`src/sv/ucmp_pkg.sv`:
```
// Shared types and constants for the UART command mode parser.
// No dependencies; every other file imports this package.
`default_nettype none

package ucmp_pkg;

	localparam int IDX_W = 5;

	// Request kinds.
	localparam logic OP_RX = 1'b0;
	localparam logic OP_SW = 1'b1;

	// Modes with a collecting role.
	localparam logic [2:0] MODE_IDLE   = 3'd0;
	localparam logic [2:0] MODE_CMD    = 3'd1;
	localparam logic [2:0] MODE_SINGLE = 3'd3;
	localparam logic [2:0] MODE_ANGLE  = 3'd4;
	localparam logic [2:0] MODE_FILE   = 3'd5;
	localparam logic [2:0] MODE_DIGIT  = 3'd6;

	// Characters.
	localparam logic [7:0] CHAR_ZERO  = 8'h30;
	localparam logic [7:0] CHAR_SEVEN = 8'h37;
	localparam logic [7:0] CHAR_NL    = 8'h0A;
	localparam logic [7:0] HEX_ADJ    = 8'd39;
	localparam logic [7:0] DEC_MAX    = 8'd9;

	typedef enum logic [2:0] {
		TGT_NONE  = 3'd0,
		TGT_CMD   = 3'd1,
		TGT_ANGLE = 3'd2,
		TGT_DIGIT = 3'd3,
		TGT_COUNT = 3'd4
	} target_t;

	typedef struct packed {
		logic       op;
		logic [7:0] rx_byte;
		logic [2:0] new_mode;
		logic       new_first_flag;
	} item_t;

	typedef struct packed {
		logic [2:0]       mode;
		logic             first_flag;
		logic [IDX_W-1:0] index;
	} state_t;

	typedef struct packed {
		logic [2:0]       mode_now;
		logic             wake;
		logic             send_ack;
		target_t          store_target;
		logic [IDX_W-1:0] store_index;
		logic [7:0]       store_value;
		logic             overflow;
	} result_t;

endpackage

`default_nettype wire

```
`src/sv/uart_command_mode_parser.sv`:
```
// Top level of the UART command mode parser: request register, parser state,
// result register. Depends on ucmp_pkg and ucmp_step.
//
//   channel   handshake             payload
//   request   req_valid/req_stall   op, rx_byte, new_mode, new_first_flag
//   result    res_valid/res_stall   mode_now, wake, send_ack, store_target,
//                                   store_index, store_value, overflow
//
// Every request yields one result, valid once it moves from the request
// register into the result register; it is taken while res_stall is low.
// One request is taken per cycle while req_stall is low; the parser state
// updates as a request moves from request register to result register.
// Reset clears mode, first-byte flag, buffer index and both valid flags.
// A stalled result holds; one more request waits in the request register
// before req_stall rises.
`default_nettype none

module uart_command_mode_parser #(
	parameter int CMD_DEPTH   = 8,
	parameter int ANGLE_DEPTH = 4,
	parameter int DIGIT_DEPTH = 32
) (
	input  wire logic                   clk,
	input  wire logic                   arst_n,
	input  wire logic                   req_valid,
	output logic                        req_stall,
	input  wire logic                   op,
	input  wire logic [7:0]             rx_byte,
	input  wire logic [2:0]             new_mode,
	input  wire logic                   new_first_flag,
	output logic                        res_valid,
	input  wire logic                   res_stall,
	output logic [2:0]                  mode_now,
	output logic                        wake,
	output logic                        send_ack,
	output logic [2:0]                  store_target,
	output logic [ucmp_pkg::IDX_W-1:0]  store_index,
	output logic [7:0]                  store_value,
	output logic                        overflow
);
	import ucmp_pkg::*;

	logic    valid_s1;
	item_t   item_s1;
	logic    valid_s2;
	result_t res_s2;
	state_t  st_q;
	state_t  st_nxt;
	result_t res_nxt;
	logic    adv;

	ucmp_step #(
		.CMD_DEPTH   (CMD_DEPTH),
		.ANGLE_DEPTH (ANGLE_DEPTH),
		.DIGIT_DEPTH (DIGIT_DEPTH)
	) u_step (
		.item (item_s1),
		.cur  (st_q),
		.nxt  (st_nxt),
		.res  (res_nxt)
	);

	assign adv       = valid_s1 && (!valid_s2 || !res_stall);
	assign req_stall = valid_s1 && !adv;

	always_ff @(posedge clk or negedge arst_n) begin
		if (!arst_n) begin
			valid_s1 <= 1'b0;
		end else if (!req_stall) begin
			valid_s1 <= req_valid;
		end
	end

	always_ff @(posedge clk) begin
		if (!req_stall && req_valid) begin
			item_s1.op             <= op;
			item_s1.rx_byte        <= rx_byte;
			item_s1.new_mode       <= new_mode;
			item_s1.new_first_flag <= new_first_flag;
		end
	end

	always_ff @(posedge clk or negedge arst_n) begin
		if (!arst_n) begin
			valid_s2 <= 1'b0;
			st_q     <= '0;
		end else if (adv) begin
			valid_s2 <= 1'b1;
			st_q     <= st_nxt;
		end else if (!res_stall) begin
			valid_s2 <= 1'b0;
		end
	end

	always_ff @(posedge clk) begin
		if (adv) begin
			res_s2 <= res_nxt;
		end
	end

	assign res_valid    = valid_s2;
	assign mode_now     = res_s2.mode_now;
	assign wake         = res_s2.wake;
	assign send_ack     = res_s2.send_ack;
	assign store_target = res_s2.store_target;
	assign store_index  = res_s2.store_index;
	assign store_value  = res_s2.store_value;
	assign overflow     = res_s2.overflow;

`ifndef ASSERT_OFF
	a_ovf_no_store: assert property (@(posedge clk) disable iff (!arst_n)
		res_valid && overflow |-> store_target == TGT_NONE)
		else $error("overflow reported together with a store");

	a_none_is_zero: assert property (@(posedge clk) disable iff (!arst_n)
		res_valid && store_target == TGT_NONE |-> store_value == 8'd0 && store_index == '0)
		else $error("store without target carries data");

	a_ack_wakes: assert property (@(posedge clk) disable iff (!arst_n)
		res_valid && send_ack |-> wake)
		else $error("ack raised without wake");

	a_stall_only_full: assert property (@(posedge clk) disable iff (!arst_n)
		req_stall |-> valid_s1 && valid_s2 && res_stall)
		else $error("request stalled while the pipeline can move");

	a_state_holds: assert property (@(posedge clk) disable iff (!arst_n)
		!adv |=> $stable(st_q))
		else $error("parser state changed without a request");
`endif

endmodule

`default_nettype wire

```
`src/sv/ucmp_step.sv`:
```
// Combinational step of the parser: next state and result for one request.
// Depends on ucmp_pkg.
`default_nettype none

module ucmp_step #(
	parameter int CMD_DEPTH   = 8,
	parameter int ANGLE_DEPTH = 4,
	parameter int DIGIT_DEPTH = 32
) (
	input  ucmp_pkg::item_t   item,
	input  ucmp_pkg::state_t  cur,
	output ucmp_pkg::state_t  nxt,
	output ucmp_pkg::result_t res
);
	import ucmp_pkg::*;

	localparam logic [IDX_W:0] CMD_LIM   = (IDX_W+1)'(CMD_DEPTH);
	localparam logic [IDX_W:0] ANGLE_LIM = (IDX_W+1)'(ANGLE_DEPTH);
	localparam logic [IDX_W:0] DIGIT_LIM = (IDX_W+1)'(DIGIT_DEPTH);

	logic [7:0]       b;
	logic [7:0]       b_off;
	logic [7:0]       hex_val;
	logic             is_nl;
	logic             do_put;
	logic             nl_clear;
	target_t          put_tgt;
	logic [IDX_W:0]   put_lim;
	logic [7:0]       put_val;
	logic [2:0]       digit;

	assign b     = item.rx_byte;
	assign b_off = b - CHAR_ZERO;
	assign is_nl = (b == CHAR_NL);
	assign digit = b[2:0];

	// Hex letters: a value that is positive as a signed byte and above nine is
	// pulled down by a further 39.
	assign hex_val = (!b_off[7] && (b_off > DEC_MAX)) ? (b_off - HEX_ADJ) : b_off;

	always_comb begin
		nxt      = cur;
		res      = '0;
		do_put   = 1'b0;
		nl_clear = 1'b0;
		put_tgt  = TGT_NONE;
		put_lim  = '0;
		put_val  = '0;

		priority if (item.op == OP_SW) begin
			nxt.mode       = item.new_mode;
			nxt.first_flag = item.new_first_flag;
			nxt.index      = '0;
		end else if (cur.mode == MODE_CMD) begin
			do_put   = 1'b1;
			put_tgt  = TGT_CMD;
			put_lim  = CMD_LIM;
			put_val  = b;
			nl_clear = is_nl;
		end else if (cur.mode == MODE_SINGLE) begin
			res.store_target = TGT_CMD;
			res.store_value  = b;
			res.wake         = 1'b1;
		end else if (cur.mode == MODE_ANGLE && cur.first_flag) begin
			do_put   = 1'b1;
			put_tgt  = TGT_ANGLE;
			put_lim  = ANGLE_LIM;
			put_val  = b;
			nl_clear = is_nl;
			if (is_nl) begin
				nxt.first_flag = 1'b0;
			end
		end else if (cur.mode == MODE_FILE) begin
			priority if (!cur.first_flag) begin
				res.store_target = TGT_COUNT;
				res.store_value  = b_off;
				res.wake         = 1'b1;
				nxt.first_flag   = 1'b1;
				nxt.index        = '0;
			end else if (is_nl) begin
				res.send_ack = 1'b1;
				res.wake     = 1'b1;
			end else begin
				do_put  = 1'b1;
				put_tgt = TGT_DIGIT;
				put_lim = DIGIT_LIM;
				put_val = hex_val;
			end
		end else if (cur.mode == MODE_DIGIT && cur.first_flag) begin
			res.store_target = TGT_CMD;
			res.store_value  = b_off;
			res.wake         = 1'b1;
			nxt.first_flag   = 1'b0;
		end else begin
			if (b >= CHAR_ZERO && b <= CHAR_SEVEN) begin
				nxt.mode     = digit;
				res.wake     = (digit != MODE_IDLE);
				res.send_ack = (digit == MODE_FILE) || (digit == MODE_DIGIT);
				if (digit == MODE_CMD) begin
					nxt.index = '0;
				end
				if (digit == MODE_ANGLE || digit == MODE_DIGIT) begin
					nxt.first_flag = 1'b1;
				end
			end
		end

		// Indexed buffer write; a full buffer drops the byte and keeps the index.
		if (do_put) begin
			if ({1'b0, cur.index} < put_lim) begin
				res.store_target = put_tgt;
				res.store_index  = cur.index;
				res.store_value  = put_val;
				nxt.index        = cur.index + {{(IDX_W-1){1'b0}}, 1'b1};
			end else begin
				res.overflow = 1'b1;
			end
		end

		// A newline ends a line even when its own byte was dropped.
		if (nl_clear) begin
			nxt.index = '0;
			res.wake  = 1'b1;
		end

		res.mode_now = nxt.mode;
	end

endmodule

`default_nettype wire
```
`config.mk`:
```
export PLATFORM = sky130hd
export DESIGN_NAME = uart_command_mode_parser
export DESIGN_NICKNAME = d
export VERILOG_FILES = /design/src/sv/ucmp_pkg.sv /design/src/sv/uart_command_mode_parser.sv /design/src/sv/ucmp_step.sv
export SDC_FILE = /design/constraint.sdc
export NUM_CORES = 1
export LEC_CHECK = 0
export BUFFER_PORTS_ARGS = -buffer_cell sky130_fd_sc_hd__buf_2
export CORE_UTILIZATION = 52
export DETAILED_ROUTE_END_ITERATION = 16
export GPL_TIMING_DRIVEN = 1
export PLACE_DENSITY = 0.75
export SETUP_SLACK_MARGIN = 0.2
export SYNTH_ARGS = -nofsm -noshare
export SYNTH_HDL_FRONTEND = slang
export SYNTH_SLANG_ARGS = --single-unit
```
`constraint.sdc`:
```
create_clock -name clk -period 2.4 [get_ports clk]
set_input_delay 0.72 -clock clk [delete_from_list [all_inputs] [get_ports clk]]
set_output_delay 0.72 -clock clk [all_outputs]
set_load 0.1 [all_outputs]
```
Yosys cells after proc, flatten, opt, wreduce, memory -nomap -nowiden
Index checks and enable logic that the tools add are counted.
{"block": "word_totals", "reg_bits": 46, "out_inout_bits": 24, "wordCells": 137, "input_bits": 17}
{"block": "op_classes", "order_cmp": 4, "add_sub_neg": 3, "n_reduce_logical": 21, "n_mux": 79, "eq_ne": 14}
{"operator": "8-bit two-way mux", "count": 15}
{"operator": "5-bit two-way mux", "count": 11}
{"operator": "6-bit two-way mux", "count": 8}
{"operator": "9-bit two-way mux", "count": 4}
{"operator": "3-bit two-way mux", "count": 11}
{"operator": "1-bit two-way mux", "count": 25}
{"operator": "3-bit equality test, second input constant", "count": 6}
{"operator": "17-bit two-way mux", "count": 1}
{"operator": "16-bit two-way mux", "count": 1}
{"operator": "8-bit by 6-bit subtractor with 8-bit output, second input constant", "count": 2}
{"operator": "5-bit nonzero test", "count": 2}
{"operator": "8-bit by 4-bit equality test with 1-bit output, second input constant", "count": 1}
{"operator": "8-bit by 6-bit greater-or-equal comparator with 1-bit output, second input constant", "count": 1}
{"operator": "8-bit by 4-bit greater-than comparator with 1-bit output, second input constant", "count": 1}
{"operator": "8-bit by 6-bit <= comparator with 1-bit output, second input constant", "count": 1}
{"operator": "1-bit logical AND", "count": 7}
{"operator": "3-bit by 1-bit equality test with 1-bit output, second input constant", "count": 2}
{"operator": "5-bit by 6-bit < comparator with 1-bit output", "count": 1}
{"operator": "2-bit two-way mux", "count": 3}
{"operator": "6-bit AND reduction", "count": 1}
{"operator": "5-bit by 1-bit adder with 5-bit output, second input constant", "count": 1}
{"operator": "1-bit logical NOT", "count": 5}
{"operator": "2-bit inequality test, second input constant", "count": 2}
{"operator": "4-bit OR reduction", "count": 1}
{"operator": "other kinds (6)", "count": 8}

Logic depth before layout (Yosys ltp)
{"block": "depth", "word_depth": 13, "mapped_depth": 11, "ltp_nobuf": 9}

By module
Synthesis repeated with hierarchy kept, for this count alone.
{"block": "unflattened", "hier_cells": 303, "area_unflattened_um2": 3075.4}
{"mod": "ucmp_step", "seq_area_each_um2": 0.0, "cells_each": 241, "n_inst": 1, "area_per_inst_um2": 1561.5}
{"mod": "uart_command_mode_parser", "seq_area_each_um2": 1326.3, "cells_each": 62, "n_inst": 1, "area_per_inst_um2": 1514.0}

Worst setup path before layout
No wires, ideal clock.
{"block": "synth_path", "kind": "register to output", "from": "register valid_s2 (netlist: res_valid)", "to": "output req_stall", "arrival_ps": 1782, "path_stages_with_launch": 3, "required_ps": 1680, "path_buffers": 0, "path_slack_ps": -102, "path_cell_list": "dfrtp_1 nand3_1 inv_1"}
{"block": "synth_via", "elab_chain_len": 5}
{"element": "from (decl)", "line_no": "uart_command_mode_parser.sv:45", "text": "logic valid_s2;"}
{"element": "from (signal assigned)", "line_no": "uart_command_mode_parser.sv:85", "text": "valid_s2 <= 1'b0;"}
{"element": "from (signal assigned)", "line_no": "uart_command_mode_parser.sv:88", "text": "valid_s2 <= 1'b1;"}
{"element": "from (signal assigned)", "line_no": "uart_command_mode_parser.sv:91", "text": "valid_s2 <= 1'b0;"}
{"element": "1-bit logical NOT", "line_no": "uart_command_mode_parser.sv:63", "text": "assign adv = valid_s1 && (!valid_s2 || !res_stall);"}
{"element": "1-bit logical OR", "line_no": "uart_command_mode_parser.sv:63"}
{"element": "1-bit logical AND", "line_no": "uart_command_mode_parser.sv:63"}
{"element": "1-bit logical NOT", "line_no": "uart_command_mode_parser.sv:64", "text": "assign req_stall = valid_s1 && !adv;"}
{"element": "1-bit logical AND", "line_no": "uart_command_mode_parser.sv:64"}
{"element": "to (decl)", "line_no": "uart_command_mode_parser.sv:26", "text": "output logic req_stall,"}
Every way passes these cells.

==> flow_summary_export.csv <==
group,metric,value,unit
clock_tree,clockRootBuffer,"clkbuf_8",
pwr,p_int,1.673,mW
pwr,pwr-share-comb,42.9,%
yosys,synthXorXnorAreaFrac,1.255,%
yosys,postSynthAreaPerCell,10.08,sq um
finish,nNetsFinal,391,
pwr,p_clk_share,20.9,%
pwr,pwr-share-seq,36.3,%
drt,vias,2531,
clock_tree,cts_tree,"yes",
floorplan,fp.dieW,75.27,microns
floorplan,dieArea,0.005665,sq mm
finish,fillers,385,
timing,slew_viol_final,0,
finish,fin_area,0.003722,sq mm
yosys,async_flop_share,23.91,%
worst_setup_path,path_cells,"ha_2 -> and4b_2 -> a211o_1 -> o31a_1 -> or2_4 -> a31oi_4 -> a31oi_1",
worst_setup_path,critPathKind,"reg -> reg",
job,drv_cap,0,
yosys,synth_area,0.002791,sq mm
grt,antenna_found_initial,0,
grt,grt_pass1_vias,2183,
placed_design,placed_area,0.003304,sq mm
clock_tree,clk-insertion-delay-late,0.31,ns
yosys,synthSimpleGateAreaFrac,18.15,%
placed_design,dp_hpwl,4887,microns
worst_setup_path,startpoint,"item_s1[5]",
worst_setup_path,crit_family,"compound AO/OA/AOI/OAI gates",
timing,min_period,2.272,ns
finish,n_antenna_cell,0,
drt,drc_errors,0,
pwr,p_sw,1.099,mW
placed_design,gp_congestion,1.018,
worst_hold_path,hold_path.class,"in -> async",
grt,grt_pass1_wl,10710,microns
drt,ant_nets,0,
clock_tree,ctsLongestPathBuffers,2,
grt,grt_usage,26.17,%
floorplan,initial_core_util,54.31,%
timing,hold_viol,0,
finish,layout-drive-gt1-share,40.50,%
yosys,ys.flop_type,"edfxtp_1",
timing,grt_setup_unrepaired,"yes",
grt,grt_max_degree,21,
yosys,ys_types,60,
worst_setup_path,cp_num_buf_inv,0,
yosys,synth_top_family_by_area,"compound AO/OA/AOI/OAI gates",
yosys,synth-seq-cells,46,
drt,drt_iter0_drc,272,
worst_setup_path,arrival,2.33,ns
clock_tree,htree_levels,2,
timing,timing.final.crit_share,94.66,%
timing,max_slew.worst_pin.slew,0.4858,ns
floorplan,io_pins,41,
worst_setup_path,cp.required,2.46,ns
finish,layout_commonest_cell,"buf_4",
placed_design,portBuffers,40,
clock_tree,clkSlewWorstSetupHoldPaths,0.09,ns
timing,max_slew_margin,67.84,%
yosys,synthCells,277,
yosys,ys_seq_area_share,47.51,%
grt,overflow,0,
drt,drt-vias-per-instance,5.845,
run_status,status,"finished, final reports clean",
finish,synthToLayoutAreaGrowth,33.35,%
yosys,muxShareOfSynthArea,3.048,%
timing,fin_skew,0.009188,ns
yosys,synthAdderAreaFrac,5.379,%
worst_setup_path,crit_path_end_kind,"flip-flop",
pwr,power.leakage,1.539,nW
floorplan,die_h,75.27,microns
finish,regArea,0.001330,sq mm
finish,final_cell_mix,"53 x buf_4, 39 x buf_2, 35 x edfxtp_1",
yosys,synth-compound-area-share,19.95,%
pwr,p_per_area,744.7,mW/mm^2
timing,fin_setup_tns,0,ns
finish,multiInputGateArea,0.001491,sq mm
drt,firstDrtPassIters,5,
clock_tree,cts_buffers,5,
worst_setup_path,r2r_start,"item_s1[5]",
floorplan,core,0.005140,sq mm
worst_setup_path,start_kind,"flip-flop",
timing,finalSetupViolations,0,
floorplan,std_cell_rows,26,
worst_setup_path,critical-path-max-stage-delay,0.45,ns
worst_setup_path,critPathMaxFanout,8,
clock_tree,clock_sinks,46,
yosys,synth_edf_count,35,
yosys,synth_warnings,0,
yosys,syn-num-nets,306,
timing,max_freq,440.2,MHz
worst_setup_path,crit_slowest_cell,"edfxtp_1",
timing,fin_hold_ws,0.2696,ns
drt,wl_per_cell,16.34,microns
pwr,vdd_drop_max,0.4432,mV
pwr,sw_frac_of_total,39.66,%
drt,routed_wl,7075,microns
## routing by layer
layer | global-route usage [%] | share of wire (%) | vias to the layer above
li1 | - | - | 1210
met1 | 34.47 | 43 | 1147
met2 | 40.74 | 47 | 146
met3 | 4.819 | 6.7 | 28
met4 | 14.81 | 3.6 | 0
met5 | 0 | 0 | -
## cell usage after synthesis (2+ instances only)
library cell | number | area [sq um]
a2111oi_0 | 3 | 26.28
a211oi_1 | 3 | 22.52
a21o_1 | 4 | 30.03
a21oi_1 | 22 | 110.1
a31oi_1 | 5 | 31.28
a41oi_1 | 2 | 17.52
and2_1 | 7 | 43.79
buf_2 | 6 | 30.03
clkbuf_1 | 9 | 33.78
dfrtp_1 | 11 | 275.3
edfxtp_1 | 35 | 1051
ha_1 | 12 | 150.1
inv_1 | 17 | 63.81
mux2_2 | 4 | 45.04
mux2i_1 | 4 | 40.04
nand2_1 | 26 | 97.59
nand2b_1 | 5 | 31.28
nand3_1 | 16 | 80.08
nor2_1 | 15 | 56.30
nor2b_1 | 4 | 25.02
nor3_1 | 6 | 30.03
nor3b_1 | 3 | 22.52
o211ai_1 | 3 | 22.52
o21ai_0 | 3 | 15.01
o21ai_1 | 6 | 30.03
o21bai_1 | 3 | 22.52
o221ai_1 | 2 | 17.52
o22ai_1 | 5 | 31.28
o31a_1 | 2 | 17.52
o41ai_2 | 2 | 32.53
xnor2_1 | 2 | 17.52
xor2_1 | 2 | 17.52
## registers in the layout, summed over array words and instances (netlist names)
name          cells
store_value       8
mode_now          3
store_target      3
send_ack          1
res_valid         1
valid_s1          1
item_s1          13
store_index       5
wake              1
st_q              9
overflow          1
## area by class of cell
type	count	share of cell area (%)
Multi-Input combinational cell	198	40.07
Sequential cell	46	35.73
Timing Repair Buffer	94	17.01
Inverter	17	1.815
Clock inverter	3	1.176
Tap cell	70	2.353
Clock buffer	5	1.849
## kinds of logic (layout without fill, tap and decap cells)
kind of cell             after synthesis  in the layout
XOR/XNOR                               4              4
adder cells (fa/ha/maj)               12             12
multiplexers                           8              8
AND/OR/NAND/NOR                       94             94
flip-flops                            46             46
AO/OA/AOI/OAI                         80             80
buffers and inverters                 33            119
## power by group through the flow
stage | logic, mW | clock network (mW) | registers, mW
after global routing | 1.26 | 0.613 | 1.02
after CTS | 1.09 | 0.588 | 1.01
final | 1.19 | 0.579 | 1.01
after detailed placement | 1.01 | 0 | 1.03
after floorplan | 0.482 | 0 | 1.30
after global placement | 1.00 | 0 | 1.03
## path summary, 6_finish.rpt
check                                  to  slack (ns)  cells after the start
max reg2reg                store_value[4]        0.13                      7
min in group clk                res_valid        0.49                      1
min                               st_q[4]        0.27                      1
max                        store_value[4]        0.13                      7
max in group asynchronous         st_q[7]        1.90                      1
min reg2reg                     res_valid        0.49                      1
## metrics by stage
stage | setup slack, ns | util, % | instances | power (mW)
floorplan | 0.1457 | - | 277 | 1.779
global placement | 0.1286 | 64.29 | 404 | 2.034
detailed placement | 0.0003733 | 64.29 | 404 | 2.043
CTS | 0.1813 | 68.43 | 422 | 2.686
global route | 0.08012 | 72.42 | 433 | 2.886
finish | 0.1282 | 72.42 | 433 | 2.772
## repair_timing
item,CTS,global route
hold buffers,0,0
pin swaps,7,8
setup buffers,10,11
endpoints found under the setup margin,12,21
gates resized for setup,8,26
Power figures use the tool's default switching activity.
